<file path="config.mk">
export PLATFORM = sky130hd
export DESIGN_NAME = timer_record_stream_parser_core
export DESIGN_NICKNAME = d
export VERILOG_FILES = /design/src/trsp_pkg.sv /design/src/trsp_front.sv /design/src/trsp_queue.sv /design/src/trsp_back.sv /design/src/timer_record_stream_parser_core.sv
export SDC_FILE = /design/constraint.sdc
export NUM_CORES = 1
export LEC_CHECK = 0
export BUFFER_PORTS_ARGS = -buffer_cell sky130_fd_sc_hd__buf_4
export CAP_MARGIN = 30
export CORE_UTILIZATION = 35
export CTS_CLUSTER_DIAMETER = 30
export DETAILED_ROUTE_END_ITERATION = 6
export GPL_TIMING_DRIVEN = 0
export MAX_ROUTING_LAYER = met4
export PLACE_DENSITY_LB_ADDON = 0.2
export SYNTH_ARGS = -nofsm -noshare
export SYNTH_HDL_FRONTEND = slang
export SYNTH_SLANG_ARGS = --single-unit
</file>
<file path="constraint.sdc">
create_clock -name clk_i -period 16.1 [get_ports clk_i]
set_input_delay 2.415 -clock clk_i [delete_from_list [all_inputs] [get_ports clk_i]]
set_output_delay 2.415 -clock clk_i [all_outputs]
set_load 0.02 [all_outputs]
</file>
<file path="src/trsp_pkg.sv">
// shared types, codes and constants of the timer record stream parser
`default_nettype none
package trsp_pkg;

  // default depth of the queue between front and back
  localparam int unsigned QueueDepthDefault = 4;

  // configuration register indexes and apb address width
  localparam int unsigned CfgAddrW = 4;
  localparam logic [1:0] RegDateCode = 2'd0;
  localparam logic [1:0] RegIntvCode = 2'd1;
  localparam logic [1:0] RegJobCode  = 2'd2;

  // trigger block lengths and job header length
  localparam logic [7:0] DateBlockLen = 8'd4;
  localparam logic [7:0] IntvBlockLen = 8'd14;
  localparam logic [8:0] JobHeadLen   = 9'd4;

  typedef enum logic [4:0] {
    TAG_ID    = 5'd0,
    TAG_TRIG  = 5'd1,
    TAG_DATE  = 5'd2,
    TAG_START = 5'd3,
    TAG_END   = 5'd4,
    TAG_WEEKS = 5'd5,
    TAG_DAYS  = 5'd6,
    TAG_HRS   = 5'd7,
    TAG_MIN   = 5'd8,
    TAG_SEC   = 5'd9,
    TAG_JOB   = 5'd10,
    TAG_DPID  = 5'd11,
    TAG_SVC   = 5'd12,
    TAG_VLEN  = 5'd13,
    TAG_VBYTE = 5'd14,
    TAG_DLEN  = 5'd15,
    TAG_DBYTE = 5'd16,
    TAG_NONE  = 5'd17
  } tag_e;

  typedef enum logic [2:0] {
    ERR_OK       = 3'd0,
    ERR_OVERRUN  = 3'd1,
    ERR_DATE_LEN = 3'd2,
    ERR_INTV_LEN = 3'd3,
    ERR_BAD_TRIG = 3'd4,
    ERR_BAD_JOB  = 3'd5,
    ERR_JOB_LEN  = 3'd6
  } err_e;

  typedef struct packed {
    logic        start_of_packet;
    logic [15:0] record_count;
    logic [7:0]  data_byte;
    logic        end_of_packet;
  } in_word_t;

  typedef struct packed {
    logic [4:0]  field_tag;
    logic [31:0] field_value;
    logic [15:0] record_index;
    logic        record_done;
    logic [2:0]  error_code;
    logic        packet_done;
  } out_word_t;

  // input word with the flags the front works out
  typedef struct packed {
    in_word_t w;
    logic     len_is_date;
    logic     len_is_intv;
    logic     count_zero;
  } q_word_t;

  // configuration seen by the back
  typedef struct packed {
    logic [7:0] date_code;
    logic [7:0] intv_code;
    logic [7:0] job_code;
  } cfg_t;

endpackage
`default_nettype wire

</file>
<file path="src/trsp_front.sv">
// front: takes input words and classifies them for the queue
`default_nettype none
module trsp_front (
  input  wire logic              in_valid_i,
  output logic                   in_stall_o,
  input  wire trsp_pkg::in_word_t in_data_i,
  input  wire logic              q_full_i,
  output logic                   q_push_o,
  output trsp_pkg::q_word_t      q_word_o
);
  import trsp_pkg::*;

  assign in_stall_o = q_full_i;
  assign q_push_o   = in_valid_i && !q_full_i;

  always_comb begin
    q_word_o.w           = in_data_i;
    q_word_o.len_is_date = (in_data_i.data_byte == DateBlockLen);
    q_word_o.len_is_intv = (in_data_i.data_byte == IntvBlockLen);
    q_word_o.count_zero  = (in_data_i.record_count == 16'd0);
  end

endmodule
`default_nettype wire

</file>
<file path="src/trsp_queue.sv">
// short queue of classified words between front and back
`default_nettype none
module trsp_queue #(
  parameter int unsigned DEPTH = trsp_pkg::QueueDepthDefault
) (
  input  wire logic             clk_i,
  input  wire logic             rst_ni,
  input  wire logic             push_i,
  input  wire trsp_pkg::q_word_t push_word_i,
  output logic                  full_o,
  output logic                  empty_o,
  input  wire logic             pop_i,
  output trsp_pkg::q_word_t     head_o
);
  import trsp_pkg::*;

  localparam int unsigned IW = (DEPTH > 1) ? $clog2(DEPTH) : 1;
  localparam int unsigned CW = $clog2(DEPTH + 1);

  q_word_t         mem_q [DEPTH];
  logic [IW-1:0]   wr_ptr_q, wr_ptr_d;
  logic [IW-1:0]   rd_ptr_q, rd_ptr_d;
  logic [CW-1:0]   count_q, count_d;

  assign full_o  = (count_q == CW'(DEPTH));
  assign empty_o = (count_q == '0);
  assign head_o  = mem_q[rd_ptr_q];

  always_comb begin
    wr_ptr_d = wr_ptr_q;
    rd_ptr_d = rd_ptr_q;
    count_d  = count_q;
    if (push_i) begin
      wr_ptr_d = (wr_ptr_q == IW'(DEPTH - 1)) ? '0 : wr_ptr_q + 1'b1;
    end
    if (pop_i) begin
      rd_ptr_d = (rd_ptr_q == IW'(DEPTH - 1)) ? '0 : rd_ptr_q + 1'b1;
    end
    if (push_i && !pop_i) begin
      count_d = count_q + 1'b1;
    end else if (pop_i && !push_i) begin
      count_d = count_q - 1'b1;
    end
  end

  always_ff @(posedge clk_i or negedge rst_ni) begin
    if (!rst_ni) begin
      wr_ptr_q <= '0;
      rd_ptr_q <= '0;
      count_q  <= '0;
    end else begin
      wr_ptr_q <= wr_ptr_d;
      rd_ptr_q <= rd_ptr_d;
      count_q  <= count_d;
    end
  end

  always_ff @(posedge clk_i) begin
    if (push_i) begin
      mem_q[wr_ptr_q] <= push_word_i;
    end
  end

  a_count_bound: assert property (@(posedge clk_i) disable iff (!rst_ni)
    count_q <= CW'(DEPTH))
    else $error("queue count above depth");

  a_count_grows: assert property (@(posedge clk_i) disable iff (!rst_ni)
    (push_i && !pop_i) |=> (count_q == $past(count_q) + 1'b1))
    else $error("queue count did not grow on push");

  a_pop_not_empty: assert property (@(posedge clk_i) disable iff (!rst_ni)
    pop_i |-> !empty_o)
    else $error("pop from an empty queue");

endmodule
`default_nettype wire

</file>
<file path="src/trsp_back.sv">
// back: record parser state machine with the output register
`default_nettype none
module trsp_back (
  input  wire logic              clk_i,
  input  wire logic              rst_ni,
  input  wire trsp_pkg::cfg_t    cfg_i,
  input  wire logic              q_empty_i,
  input  wire trsp_pkg::q_word_t q_head_i,
  output logic                   q_pop_o,
  output logic                   out_valid_o,
  input  wire logic              out_stall_i,
  output trsp_pkg::out_word_t    out_data_o
);
  import trsp_pkg::*;

  typedef enum logic [4:0] {
    PH_IDLE, PH_ID, PH_TTYPE, PH_TLEN, PH_DATE, PH_ISTART, PH_IEND, PH_WEEKS,
    PH_DAYS, PH_HRS, PH_MIN, PH_SEC, PH_JTYPE, PH_JLEN, PH_DPID, PH_SVC,
    PH_VLEN, PH_VBYTE, PH_DLEN, PH_DBYTE, PH_DONE
  } phase_e;

  phase_e      phase_q, phase_d, b_ph;
  logic [3:0]  bif_q, bif_d, b_bif, g_bif;
  logic [31:0] acc_q, acc_d, b_acc, g_acc;
  logic [15:0] rl_q, rl_d, b_rl, rl_n;
  logic [15:0] cr_q, cr_d, b_cr;
  logic [7:0]  jl_q, jl_d, b_jl;
  logic [15:0] run_q, run_d, b_run, run_n;
  logic        out_valid_q, out_valid_d;
  out_word_t   out_q, out_d;

  logic        have, rec_end;
  tag_e        tag;
  logic [31:0] val;
  logic        rdone, pdone;
  err_e        ecode;
  logic [7:0]  b;
  logic        sop, eop;

  assign q_pop_o = !q_empty_i && (!out_valid_q || !out_stall_i);
  assign b   = q_head_i.w.data_byte;
  assign sop = q_head_i.w.start_of_packet;
  assign eop = q_head_i.w.end_of_packet;

  always_comb begin
    // start of packet drops the old parse
    b_ph  = sop ? PH_ID : phase_q;
    b_bif = sop ? 4'd0 : bif_q;
    b_acc = sop ? 32'd0 : acc_q;
    b_rl  = sop ? q_head_i.w.record_count : rl_q;
    b_cr  = sop ? 16'd0 : cr_q;
    b_jl  = sop ? 8'd0 : jl_q;
    b_run = sop ? 16'd0 : run_q;

    phase_d = b_ph;
    bif_d   = b_bif;
    acc_d   = b_acc;
    rl_d    = b_rl;
    cr_d    = b_cr;
    jl_d    = b_jl;
    run_d   = b_run;

    g_acc = {b_acc[23:0], b};
    g_bif = b_bif + 4'd1;
    run_n = b_run - 16'd1;
    rl_n  = b_rl - 16'd1;

    have    = 1'b0;
    rec_end = 1'b0;
    tag     = TAG_NONE;
    val     = 32'd0;
    rdone   = 1'b0;
    pdone   = 1'b0;
    ecode   = ERR_OK;

    if (sop && q_head_i.count_zero) begin
      phase_d = PH_DONE;
      have    = 1'b1;
      pdone   = 1'b1;
    end else if (b_ph != PH_IDLE && b_ph != PH_DONE) begin
      unique case (b_ph)
        PH_ID: begin
          acc_d = g_acc;
          bif_d = (g_bif >= 4'd2) ? 4'd0 : g_bif;
          if (g_bif >= 4'd2) begin
            tag = TAG_ID; val = g_acc; have = 1'b1; phase_d = PH_TTYPE;
          end
        end
        PH_TTYPE: begin
          tag = TAG_TRIG; val = {24'd0, b}; have = 1'b1;
          acc_d = {24'd0, b}; phase_d = PH_TLEN;
        end
        PH_TLEN: begin
          // date code is tested first
          if (b_acc == {24'd0, cfg_i.date_code}) begin
            if (q_head_i.len_is_date) phase_d = PH_DATE;
            else ecode = ERR_DATE_LEN;
          end else if (b_acc == {24'd0, cfg_i.intv_code}) begin
            if (q_head_i.len_is_intv) phase_d = PH_ISTART;
            else ecode = ERR_INTV_LEN;
          end else begin
            ecode = ERR_BAD_TRIG;
          end
          acc_d = 32'd0; bif_d = 4'd0;
        end
        PH_DATE, PH_ISTART, PH_IEND: begin
          acc_d = g_acc;
          bif_d = (g_bif >= 4'd4) ? 4'd0 : g_bif;
          if (g_bif >= 4'd4) begin
            val = g_acc; have = 1'b1;
            if (b_ph == PH_DATE) begin
              tag = TAG_DATE; phase_d = PH_JTYPE;
            end else if (b_ph == PH_ISTART) begin
              tag = TAG_START; phase_d = PH_IEND;
            end else begin
              tag = TAG_END; phase_d = PH_WEEKS;
            end
          end
        end
        PH_WEEKS, PH_DPID: begin
          acc_d = g_acc;
          bif_d = (g_bif >= 4'd2) ? 4'd0 : g_bif;
          if (g_bif >= 4'd2) begin
            val = {16'd0, g_acc[15:0]}; have = 1'b1;
            if (b_ph == PH_WEEKS) begin
              tag = TAG_WEEKS; phase_d = PH_DAYS;
            end else begin
              tag = TAG_DPID; phase_d = PH_SVC;
            end
          end
        end
        PH_DAYS: begin
          tag = TAG_DAYS; val = {24'd0, b}; have = 1'b1; phase_d = PH_HRS;
        end
        PH_HRS: begin
          tag = TAG_HRS; val = {24'd0, b}; have = 1'b1; phase_d = PH_MIN;
        end
        PH_MIN: begin
          tag = TAG_MIN; val = {24'd0, b}; have = 1'b1; phase_d = PH_SEC;
        end
        PH_SEC: begin
          tag = TAG_SEC; val = {24'd0, b}; have = 1'b1; phase_d = PH_JTYPE;
        end
        PH_JTYPE: begin
          tag = TAG_JOB; val = {24'd0, b}; have = 1'b1;
          acc_d = {24'd0, b}; phase_d = PH_JLEN;
        end
        PH_JLEN: begin
          if (b_acc != {24'd0, cfg_i.job_code}) begin
            ecode = ERR_BAD_JOB;
          end else begin
            jl_d = b; phase_d = PH_DPID;
          end
          acc_d = 32'd0; bif_d = 4'd0;
        end
        PH_SVC: begin
          tag = TAG_SVC; val = {24'd0, b}; have = 1'b1; phase_d = PH_VLEN;
        end
        PH_VLEN: begin
          // job block length counts the four header bytes
          if ({1'b0, b_jl} != ({1'b0, b} + JobHeadLen)) begin
            ecode = ERR_JOB_LEN;
          end else begin
            tag = TAG_VLEN; val = {24'd0, b}; have = 1'b1;
            run_d = {8'd0, b};
            acc_d = 32'd0; bif_d = 4'd0;
            phase_d = (b == 8'd0) ? PH_DLEN : PH_VBYTE;
          end
        end
        PH_VBYTE: begin
          tag = TAG_VBYTE; val = {24'd0, b}; have = 1'b1;
          run_d = run_n;
          if (run_n == 16'd0) begin
            acc_d = 32'd0; bif_d = 4'd0; phase_d = PH_DLEN;
          end
        end
        PH_DLEN: begin
          acc_d = g_acc;
          bif_d = (g_bif >= 4'd2) ? 4'd0 : g_bif;
          if (g_bif >= 4'd2) begin
            tag = TAG_DLEN; val = {16'd0, g_acc[15:0]}; have = 1'b1;
            run_d = g_acc[15:0];
            if (g_acc[15:0] == 16'd0) rec_end = 1'b1;
            else phase_d = PH_DBYTE;
          end
        end
        PH_DBYTE: begin
          tag = TAG_DBYTE; val = {24'd0, b}; have = 1'b1;
          run_d = run_n;
          if (run_n == 16'd0) rec_end = 1'b1;
        end
        default: begin
        end
      endcase

      if (rec_end) begin
        rdone = 1'b1;
        rl_d  = rl_n;
        acc_d = 32'd0; bif_d = 4'd0;
        if (rl_n == 16'd0) begin
          pdone = 1'b1; phase_d = PH_DONE;
        end else begin
          cr_d = b_cr + 16'd1; phase_d = PH_ID;
        end
      end

      // buffer ended with records still owed
      if (ecode == ERR_OK && eop && phase_d != PH_DONE) ecode = ERR_OVERRUN;
      if (ecode != ERR_OK) begin
        tag = TAG_NONE; val = 32'd0; rdone = 1'b0; pdone = 1'b1; have = 1'b1;
        phase_d = PH_IDLE;
      end
    end

    out_d.field_tag    = tag;
    out_d.field_value  = val;
    out_d.record_index = (sop && q_head_i.count_zero) ? 16'd0 : b_cr;
    out_d.record_done  = rdone;
    out_d.error_code   = ecode;
    out_d.packet_done  = pdone;

    if (q_pop_o) out_valid_d = have;
    else if (!out_stall_i) out_valid_d = 1'b0;
    else out_valid_d = out_valid_q;
  end

  always_ff @(posedge clk_i or negedge rst_ni) begin
    if (!rst_ni) begin
      phase_q     <= PH_IDLE;
      bif_q       <= 4'd0;
      acc_q       <= 32'd0;
      rl_q        <= 16'd0;
      cr_q        <= 16'd0;
      jl_q        <= 8'd0;
      run_q       <= 16'd0;
      out_valid_q <= 1'b0;
      out_q       <= '0;
    end else begin
      out_valid_q <= out_valid_d;
      if (q_pop_o && have) begin
        out_q <= out_d;
      end
      if (q_pop_o) begin
        phase_q <= phase_d;
        bif_q   <= bif_d;
        acc_q   <= acc_d;
        rl_q    <= rl_d;
        cr_q    <= cr_d;
        jl_q    <= jl_d;
        run_q   <= run_d;
      end
    end
  end

  assign out_valid_o = out_valid_q;
  assign out_data_o  = out_q;

  a_err_ends_packet: assert property (@(posedge clk_i) disable iff (!rst_ni)
    (out_valid_q && out_q.error_code != ERR_OK) |-> out_q.packet_done)
    else $error("error word without packet end");

  a_err_goes_idle: assert property (@(posedge clk_i) disable iff (!rst_ni)
    (q_pop_o && have && ecode != ERR_OK) |=> (phase_q == PH_IDLE))
    else $error("parser not idle after error");

  a_none_is_zero: assert property (@(posedge clk_i) disable iff (!rst_ni)
    (out_valid_q && out_q.field_tag == TAG_NONE) |-> (out_q.field_value == 32'd0))
    else $error("no-field word carries a value");

endmodule
`default_nettype wire

</file>
<file path="src/timer_record_stream_parser_core.sv">
// top level of the timer record stream parser with its register port
`default_nettype none
// Timer record stream parser. Payload bytes of a response come in one word per
// cycle while the input is not stalled, with start_of_packet and the record
// count on the first byte and end_of_packet on the last. Each timer record (id,
// date or interval trigger, set-datapoint job, description) is decoded into
// tagged field words on the output; the word that ends a record carries
// record_done, and the last word of a packet carries packet_done. The first
// error gives a no-field word with the error code and packet_done, and the rest
// of the packet is dropped until the next start. Throughput is one input word
// per cycle while the output is not stalled, set by the back's parser state
// machine, which retires one byte per cycle. An accepted byte is written into
// the queue and then parsed from the queue head into the output register.
// Bytes that complete no field give no output word. The queue between front
// and back holds QUEUE_DEPTH words, so the input keeps flowing for that many
// words while the output stalls. There is no clearing pass after reset. Trigger
// and job codes are set through the apb port at byte addresses 0, 4 and 8; the
// user must write them only while the block is idle, which it does not enforce.
module timer_record_stream_parser_core #(
  parameter int unsigned QUEUE_DEPTH = trsp_pkg::QueueDepthDefault
) (
  input  wire logic                           clk_i,
  input  wire logic                           rst_ni,
  // input byte channel
  input  wire logic                           in_valid_i,
  output logic                                in_stall_o,
  input  wire trsp_pkg::in_word_t             in_data_i,
  // result channel
  output logic                                out_valid_o,
  input  wire logic                           out_stall_i,
  output trsp_pkg::out_word_t                 out_data_o,
  // register port
  input  wire logic                           psel,
  input  wire logic                           penable,
  input  wire logic                           pwrite,
  input  wire logic [trsp_pkg::CfgAddrW-1:0]  paddr,
  input  wire logic [31:0]                    pwdata,
  output logic [31:0]                         prdata,
  output logic                                pready
);
  import trsp_pkg::*;

  // configuration registers
  logic [7:0] date_code_q, intv_code_q, job_code_q;
  logic       cfg_wr;
  cfg_t       cfg;

  // queue hookup
  logic       q_push, q_pop, q_full, q_empty;
  q_word_t    q_in, q_head;

  assign pready = 1'b1;
  assign cfg_wr = psel && penable && pwrite;

  always_ff @(posedge clk_i or negedge rst_ni) begin
    if (!rst_ni) begin
      date_code_q <= 8'd1;
      intv_code_q <= 8'd2;
      job_code_q  <= 8'd1;
    end else if (cfg_wr) begin
      // writes beyond the register list are dropped
      unique case (paddr[3:2])
        RegDateCode: date_code_q <= pwdata[7:0];
        RegIntvCode: intv_code_q <= pwdata[7:0];
        RegJobCode:  job_code_q  <= pwdata[7:0];
        default: begin
        end
      endcase
    end
  end

  // read back
  always_comb begin
    unique case (paddr[3:2])
      RegDateCode: prdata = {24'd0, date_code_q};
      RegIntvCode: prdata = {24'd0, intv_code_q};
      RegJobCode:  prdata = {24'd0, job_code_q};
      default:     prdata = 32'd0;
    endcase
  end

  always_comb begin
    cfg.date_code = date_code_q;
    cfg.intv_code = intv_code_q;
    cfg.job_code  = job_code_q;
  end

  // front: accept and classify
  trsp_front u_front (
    .in_valid_i (in_valid_i),
    .in_stall_o (in_stall_o),
    .in_data_i  (in_data_i),
    .q_full_i   (q_full),
    .q_push_o   (q_push),
    .q_word_o   (q_in)
  );

  // decoupling queue
  trsp_queue #(
    .DEPTH (QUEUE_DEPTH)
  ) u_queue (
    .clk_i       (clk_i),
    .rst_ni      (rst_ni),
    .push_i      (q_push),
    .push_word_i (q_in),
    .full_o      (q_full),
    .empty_o     (q_empty),
    .pop_i       (q_pop),
    .head_o      (q_head)
  );

  // back: parser and output register
  trsp_back u_back (
    .clk_i       (clk_i),
    .rst_ni      (rst_ni),
    .cfg_i       (cfg),
    .q_empty_i   (q_empty),
    .q_head_i    (q_head),
    .q_pop_o     (q_pop),
    .out_valid_o (out_valid_o),
    .out_stall_i (out_stall_i),
    .out_data_o  (out_data_o)
  );

endmodule
`default_nettype wire

</file>
==> results.ini, run 1 <==
[global_route]
grt_pass1_wl_mm = 83.83
antenna_found_initial = 0
track_usage_pct = 24.22
gr-total-overflow = 0
grt_pass1_vias = 13470
grt_max_degree = 117

[synthesis]
synth_seq_area_share_pct = 50.13
async_reset_ff_share_pct = 61.72
synth_area_mm2 = 0.01629
syn_inst = 1494
synth_edf_count = 116
synth_cell_types = 88
synth_seq_cells = 303
synth_flop_cell = dfrtp_1
yosysWarningCount = 0
avgSynthCellArea_um2 = 10.90
synth_top_cell_by_area = dfrtp_1
synth.top_cell.area_share_pct = 28.27
synth_top_cells_by_area = dfrtp_1 (28%), edfxtp_1 (21%), a22o_1 (4.2%), mux4_2 (4.0%), nand2_1 (2.9%)

[clock_tree]
cts_buffer_depth = 3
holdBufCountCts = 0
htreeDepth = 3
cts_setup_buffers = 0
root_buffer = clkbuf_16
cts_resized = 0
cts_sinks = 303
cts_buffers = 79

[placed_design]
dp_hpwl_mm = 39.19
gp_congestion = 1.022
port_buffers = 110
dpl-instance-area_mm2 = 0.01803

[outcome]
lastStage = 5_2_route
error_line = [ERROR DRT-0255] Maze Route cannot find path of net clk_i in worker of routeBox ( 193200 0 ) ( 217735 48300 ).
status = stopped before the end

[floorplan]
ios = 162
initial_core_util_pct = 35.66
die_x_um = 217.7
rows = 78
die_height_um = 217.7

==> cells by family after synthesis <==
family | count (synthesis) | synth area share (%)
mux | 84 | 7.635
flops | 303 | 50.13
compound gates | 405 | 17.94
buf+inv | 163 | 4.993
fa+ha+maj | 16 | 1.275
simple gates | 482 | 15.88
other cells | 2 | 0.04610
xor+xnor | 39 | 2.097
==> cells in the mapped netlist, drive strengths merged, types with 7 or more instances <==
| cell | count |
|---|---|
| dfrtp | 184 |
| nand2 | 127 |
| edfxtp | 116 |
| nor2 | 100 |
| o21ai | 93 |
| a22o | 78 |
| clkbuf | 65 |
| buf | 61 |
| a21oi | 53 |
| inv | 37 |
| nand3 | 37 |
| nor4 | 36 |
| mux2 | 32 |
| xnor2 | 30 |
| mux4 | 29 |
| nor3 | 28 |
| a31oi | 25 |
| mux2i | 23 |
| nand2b | 19 |
| nand4 | 18 |
| o31ai | 18 |
| o211ai | 17 |
| or4 | 17 |
| nor2b | 16 |
| ha | 15 |
| o32ai | 15 |
| nor4b | 12 |
| nor4bb | 12 |
| or3 | 12 |
| and2 | 11 |
| a32o | 10 |
| and3 | 10 |
| o22ai | 10 |
| xor2 | 9 |
| a211o | 8 |
| a21o | 8 |
| a32oi | 7 |
==> per-layer routing <==
metal	global-route usage (%)
met3	5.244
met1	32.25
met4	9.604
met5	-
met2	35.85
==> metrics by stage <==
stage               instances  setup WS [ns]  hold slack [ns]
floorplan                1517          10.25           0.4460
global placement         2227          6.648           0.4641
detailed placement       2233          6.726           0.4745
CTS                      2377          6.678           0.4830
global route             2377          6.223           0.4964
==> run 2, diff against run 1 <==
--- a/config.mk
+++ b/config.mk
@@ -7,12 +7,10 @@
 export LEC_CHECK = 0
 export BUFFER_PORTS_ARGS = -buffer_cell sky130_fd_sc_hd__buf_4
 export CAP_MARGIN = 30
-export CORE_UTILIZATION = 35
-export CTS_CLUSTER_DIAMETER = 30
+export CORE_UTILIZATION = 20
 export DETAILED_ROUTE_END_ITERATION = 6
 export GPL_TIMING_DRIVEN = 0
-export MAX_ROUTING_LAYER = met4
-export PLACE_DENSITY_LB_ADDON = 0.2
+export PLACE_DENSITY_LB_ADDON = 0.15
 export SYNTH_ARGS = -nofsm -noshare
 export SYNTH_HDL_FRONTEND = slang
 export SYNTH_SLANG_ARGS = --single-unit
==> run 2 against run 1 <==
Compared with the run above: the flow now finishes without violations; synthesized area stayed put; global-route usage shrank 9.1 points; synthesized cell count is the same.
==> results.ini, run 2 <==
[critical_path]
crit_required_ns = 16.60
worst-setup-path-type = reg2reg
crit_chain = buf_2, clkbuf_1, mux2i_1, mux2_2, clkbuf_1, buf_1, clkbuf_1, clkbuf_1, buf_1, nand2_1, ha_1, clkbuf_1, xor2_1, nor4b_1, nand4b_1, or4b_1, o32ai_2, nor4_1, nand4_1, o211ai_2, a31oi_1, buf_4, a22o_1
critPathMaxStageDelay_ns = 0.75
cp-startpoint = u_queue.rd_ptr_q[1]
end_kind = flop
reg2reg_from = u_queue.rd_ptr_q[1]
crit_path_end = u_back.out_data_o[14]
start_kind = flop
crit_arrival_ns = 9.84
path_depth = 23
cp_max_fo = 10
cp_top_family = buffers and inverters
crit_top_cell = clkbuf_1
reg2reg_setup_slack_ns = 6.76
rr_worst_depth = 23
reg2reg_to = u_back.out_data_o[14]
crit_path_top_delay_cell = clkbuf_1
cp.buffers_inverters = 9

[timing]
drv_slew = 0
tightest_slew_ns = 1.010
timing.fmax_mhz = 107.1
period_share_pct = 58.00
hold_viol_final = 0
finalWorstPathRequiredPeriod_ns = 9.339
setup_viol = 0
layout_setup_ws_ns = 6.761
rsz0062_at_grt = false
final.setup_skew_ns = 0.03045
setup_tns_ns = 0
slew_headroom_pct = 32.69

[clock_tree]
cts_setup_buffers = 0
cts_buffer_depth = 3
htreeDepth = 2
cts_sinks = 303
cts.reportedPaths.clkPinSlew_ns = 0.06
cts_tree = built
clk_latency_ns = 0.58
cts_resized = 0
cts_buffers = 41
holdBufCountCts = 0
root_buffer = clkbuf_16

[placed_design]
gp_congestion = 0.9183
dp_hpwl_mm = 45.96
port_buffers = 110
dpl-instance-area_mm2 = 0.01871
pre_cts_ws_ns = 6.697

[final_layout]
fillers = 8519
area_growth_pct = 22.53
regMostFlops = u_queue.mem_q
drive_above_1_share_pct = 19.03
n_antenna_cell = 0
largest_register_ff_count = 116
final_common_cell = dfrtp_1
design_area_mm2 = 0.01996
most-common-layout-cells = dfrtp_1 (184), buf_4 (140), nand2_1 (126)
layout.nets = 1765

[global_route]
grt_max_degree = 106
gr-total-overflow = 0
grt_pass1_vias = 13370
track_usage_pct = 15.12
antenna_found_initial = 0
grt_pass1_wl_mm = 92.98

[synthesis]
synth_seq_cells = 303
synth_top_cells_by_area = dfrtp_1 (28%), edfxtp_1 (21%), a22o_1 (4.2%), mux4_2 (4.0%), nand2_1 (2.9%)
synth_top_cell_by_area = dfrtp_1
synth_area_mm2 = 0.01629
synth_cell_types = 88
yosysWarningCount = 0
syn_inst = 1494
synth_seq_area_share_pct = 50.13
synth.most_common_cell = dfrtp_1
synth_edf_count = 116
synth.top_cell.area_share_pct = 28.27
async_reset_ff_share_pct = 61.72
synth_flop_cell = dfrtp_1
avgSynthCellArea_um2 = 10.90
ys_top_cells_by_count = dfrtp_1 (184), nand2_1 (126), edfxtp_1 (116)

[power]
ir_worst_vdd_v = 0.00007392
p_leak_uw = 0.007680
power.total_uw = 4055
power.density_mw_per_mm2 = 203.1

[floorplan]
ios = 162
initial_core_util_pct = 20.22
die_area_mm2 = 0.08259
coreArea_mm2 = 0.08055
die_height_um = 287.4
rows = 104
die_x_um = 287.4

[worst_hold_path]
hp-class = reg2reg

[routing]
vias = 13350
drt_iter0_drc = 1005
vias_per_cell = 4.822
firstDrtPassIters = 5
wl_mm = 62.86
postRouteAntennaNets = 0
drc = 0
avgRoutedWirePerCell_um = 22.71

[run]
drv_cap = 0

[outcome]
status = completed

## run 2: cell counts after synthesis
No cell type changed its count.
## run 2: area by class of cell
type / instances / area [um2] / area share [%]
buffer: 126 / 674.4 / 3.379
clock buffer: 53 / 1081 / 5.416
clock inverter: 18 / 166.4 / 0.8338
inverter: 37 / 138.9 / 0.6958
multi-input combinational: 1051 / 7412 / 37.14
sequential: 303 / 8167 / 40.92
tap: 1060 / 1326 / 6.645
timing repair buffer: 120 / 993.5 / 4.977
## run 2: where the power goes
part | total (uW) | switching [uW] | internal (uW)
clock network | 866 | 360 | 506
registers | 1130 | 138 | 989
logic | 2060 | 1400 | 665
total | 4050 | 1900 | 2160
## run 2: kinds of logic after synthesis
logic type | count (synthesis) | share of synthesized area (%)
AO/OA/AOI/OAI | 405 | 17.94
XOR/XNOR | 39 | 2.097
adder cells (fa/ha/maj) | 16 | 1.275
buffers and inverters | 163 | 4.993
flip-flops | 303 | 50.13
multiplexers | 84 | 7.635
other | 2 | 0.04610
AND/OR/NAND/NOR | 482 | 15.88
## run 2: worst min-delay path by stage
stage / start / endpoint / slack [ns] / cells past startpoint
after floorplan: u_back.rl_q[6] / u_back.rl_q[6] / 0.45 / 2
after global placement: u_back.rl_q[6] / u_back.rl_q[6] / 0.47 / 2
final: u_back.rl_q[6] / u_back.rl_q[6] / 0.48 / 2
after CTS: u_back.rl_q[6] / u_back.rl_q[6] / 0.49 / 2
after global routing: u_queue.count_q[2] / u_queue.count_q[2] / 0.51 / 1
after detailed placement: u_back.rl_q[6] / u_back.rl_q[6] / 0.47 / 2
## run 2: worst register-to-register path: cells and delay by family, from the launching register on
kind | cells | cell delay, ns
mux | 2 | 0.67
fa+ha+maj | 1 | 0.23
buf+inv | 9 | 4.54
simple gates | 6 | 1.80
xor+xnor | 1 | 0.18
compound gates | 4 | 1.52
flops | 1 | 0.34
## run 2: per-stage QoR
| stage | utilization, % | instances | hold WS, ns |
|---|---|---|---|
| 6_report | 24.78 | 2768 | 0.4781 |
| 5_1_grt | 24.78 | 2768 | 0.5136 |
| 4_1_cts | 24.78 | 2768 | 0.4854 |
| 3_5_place_dp | 23.23 | 2697 | 0.4734 |
| 3_3_place_gp | 23.00 | 2687 | 0.4684 |
| 2_1_floorplan | - | 1517 | 0.4460 |
## run 2: routing by layer
layer | track usage, % | up-vias | wire length [um]
li1 | - | 6039 | -
met1 | 21.18 | 6789 | 29100
met2 | 24.19 | 431 | 28990
met3 | 1.929 | 89 | 3255
met4 | 4.348 | 0 | 1525
met5 | 0 | - | 0
(Power assumes the default switching activity.)
==> run 3, diff against run 2 <==
--- a/config.mk
+++ b/config.mk
@@ -5,6 +5,7 @@
 export SDC_FILE = /design/constraint.sdc
 export NUM_CORES = 1
 export LEC_CHECK = 0
+export ABC_AREA = 1
 export BUFFER_PORTS_ARGS = -buffer_cell sky130_fd_sc_hd__buf_4
 export CAP_MARGIN = 30
 export CORE_UTILIZATION = 20
==> constraint.sdc (replaced) <==
create_clock -name clk_i -period 8.3 [get_ports clk_i]
set_input_delay 1.245 -clock clk_i [delete_from_list [all_inputs] [get_ports clk_i]]
set_output_delay 1.245 -clock clk_i [all_outputs]
set_load 0.02 [all_outputs]
==> run 3 against run 2 <==
Compared with the run above: flip-flop and latch count unchanged; combinational power increased to 2.5 times the previous value; sequential power up 83%; synthesized area is 7.5% higher; via count is 24% higher; global-route usage up 0.46 points; final area grew 7.6%; synthesized cell count is 57% higher; sequential share of layout area is 2.9 points lower.
==> results.ini, run 3 <==
[outcome]
status = completed

[synthesis]
synth_area_mm2 = 0.01751
syn_inst = 2349
synth.most_common_cell = nand2_1
synth_seq_cells = 303
ys_top_cells_by_count = nand2_1 (796), inv_1 (252), nor2_1 (222)
yosysWarningCount = 0
synth_edf_count = 116
synth.top_cell.area_share_pct = 26.30
synth_cell_types = 57
async_reset_ff_share_pct = 61.72
synth_flop_cell = dfrtp_1
synth_top_cells_by_area = dfrtp_1 (26%), edfxtp_1 (20%), nand2_1 (17%), nand3_1 (6.3%), inv_1 (5.4%)
avgSynthCellArea_um2 = 7.454
synth_top_cell_by_area = dfrtp_1
synth_seq_area_share_pct = 46.64

[power]
ir_worst_vdd_v = 0.0001658
clkPwrFrac_pct = 20.0
swShare_pct = 52.15
p_int_uw = 4324
comb_power_share_pct = 57.1
p_sw_uw = 4713
p_leak_uw = 0.01016
power.density_mw_per_mm2 = 420.7
p_seq_share_pct = 22.9

[timing]
final.setup_skew_ns = 0.03526
drv_slew = 0
hold_ws_ns = 0.4690
rsz0062_at_grt = false
period_share_pct = 75.27
finalWorstPathRequiredPeriod_ns = 6.248
setup_viol = 0
timing.fmax_mhz = 160.1
tightest_slew_ns = 1.097
hold_viol_final = 0
slew_headroom_pct = 26.32
setup_tns_ns = 0

[floorplan]
ios = 162
die_area_mm2 = 0.08873
die_x_um = 297.9
die_height_um = 297.9
initial_core_util_pct = 20.18
rows = 108
coreArea_mm2 = 0.08675

[clock_tree]
clk_latency_ns = 0.58
cts.reportedPaths.clkPinSlew_ns = 0.06
cts_setup_buffers = 0
cts_buffers = 41
cts_buffer_depth = 3
holdBufCountCts = 0
htreeDepth = 2
cts_resized = 0
cts_sinks = 303
cts_tree = built
root_buffer = clkbuf_16

[final_layout]
layout.nets = 2621
design_area_mm2 = 0.02148
area_growth_pct = 22.67
regMostFlops = u_queue.mem_q
final_common_cell = nand2_1
drive_above_1_share_pct = 12.33
n_antenna_cell = 0
fin_util_pct = 24.76
most-common-layout-cells = nand2_1 (796), inv_1 (252), nand3_1 (220)
largest_register_ff_count = 116

[worst_hold_path]
whs_endpoint = u_back.out_data_o[36]
whs_path_depth = 2
hp-class = reg2reg
worstHoldStart = u_back.out_data_o[36]

[placed_design]
dp_hpwl_mm = 52.71
dpl-instance-area_mm2 = 0.02009
gp_congestion = 0.9035
port_buffers = 110

[critical_path]
cp_max_fo = 10
rr_worst_depth = 33
end_kind = flop
crit_path_top_delay_cell = buf_1
crit_arrival_ns = 6.76
reg2reg_to = u_back.out_data_o[28]
worst-setup-path-type = reg2reg
reg2reg_setup_slack_ns = 2.05
crit_top_cell = nand2_1
critPathMaxStageDelay_ns = 0.51
start_kind = flop
reg2reg_from = u_queue.rd_ptr_q[0]
crit_required_ns = 8.81

[global_route]
grt_pass1_vias = 16220
antenna_found_initial = 1
track_usage_pct = 15.58
gr-total-overflow = 0
grt_pass1_wl_mm = 105.0
grt_max_degree = 110

[routing]
avgRoutedWirePerCell_um = 18.83
wl_mm = 69.98
firstDrtPassIters = 5
postRouteAntennaNets = 0
vias = 16490
drc = 0
vias_per_cell = 4.436
drt_iter0_drc = 1106

[run]
drv_cap = 0

==> run 3: worst max path at each step <==
| stage | slack (ns) | startpoint | endpoint | cells past startpoint |
|---|---|---|---|---|
| final | 2.05 | u_queue.rd_ptr_q[0] | u_back.out_data_o[28] | 33 |
| after global routing | 1.61 | u_queue.rd_ptr_q[0] | u_back.out_data_o[26] | 33 |
| after CTS | 2.12 | u_queue.rd_ptr_q[0] | u_back.out_data_o[25] | 33 |
| after detailed placement | 2.16 | u_queue.rd_ptr_q[0] | u_back.out_data_o[25] | 33 |
| after global placement | 2.17 | u_queue.rd_ptr_q[0] | u_back.out_data_o[23] | 33 |
| after floorplan | 4.11 | u_queue.rd_ptr_q[0] | u_back.out_data_o[20] | 35 |
==> run 3: layer usage <==
layer  global-route usage [%]  routed length, um  vias to the layer above
met4                    4.432               1766                        0
met5                        0                  0                        -
li1                         -                  -                     7978
met2                    24.76              31110                      419
met1                    22.16              34140                     8001
met3                    1.743               2974                       89
==> run 3: metrics by stage <==
| stage | worst slack, ns | total power [uW] | instances |
|---|---|---|---|
| floorplan | 4.110 | 5269 | 2372 |
| global placement | 2.170 | 7231 | 3637 |
| detailed placement | 2.160 | 7266 | 3647 |
| CTS | 2.120 | 9130 | 3716 |
| global route | 1.610 | 9719 | 3717 |
| finish | 2.052 | 9037 | 3717 |
==> run 3: kinds of logic after synthesis <==
kind of cell               after synthesis  synth area share [%]
and+or+nand+nor                       1356                 32.48
xor gates and xnor gates                15                0.7503
muxes                                    1               0.06431
buffers and inverters                  385                 9.511
adders and majority gates               16                 1.186
AOI/OAI and AO/OA                      271                 9.325
DFF                                    303                 46.64
other                                    2               0.04289
==> run 3: area by class of cell <==
class,instances,area (um2)
Sequential cell,303,8167
Timing Repair Buffer,121,1028
Inverter,263,987.2
Fill cell,9574,65270
Clock buffer,53,1172
Multi-Input combinational cell,1684,7799
Buffer,122,678.2
Tap cell,1155,1445
Clock inverter,16,202.7
==> run 3: power by group through the flow <==
| stage | Sequential [uW] | Combinational [uW] | Clock, uW |
|---|---|---|---|
| finish | 2070 | 5160 | 1810 |
| global route | 2100 | 5700 | 1920 |
| CTS | 2070 | 5190 | 1870 |
| detailed placement | 2090 | 5180 | 0 |
| global placement | 2100 | 5130 | 0 |
| floorplan | 2080 | 3190 | 0 |
==> run 3: critical path: cells and delay by family, from the launching register on <==
family | cells | cell delay (ns)
DFF | 1 | 0.34
and+or+nand+nor | 21 | 3.02
buffers and inverters | 11 | 2.60
adders and majority gates | 1 | 0.17
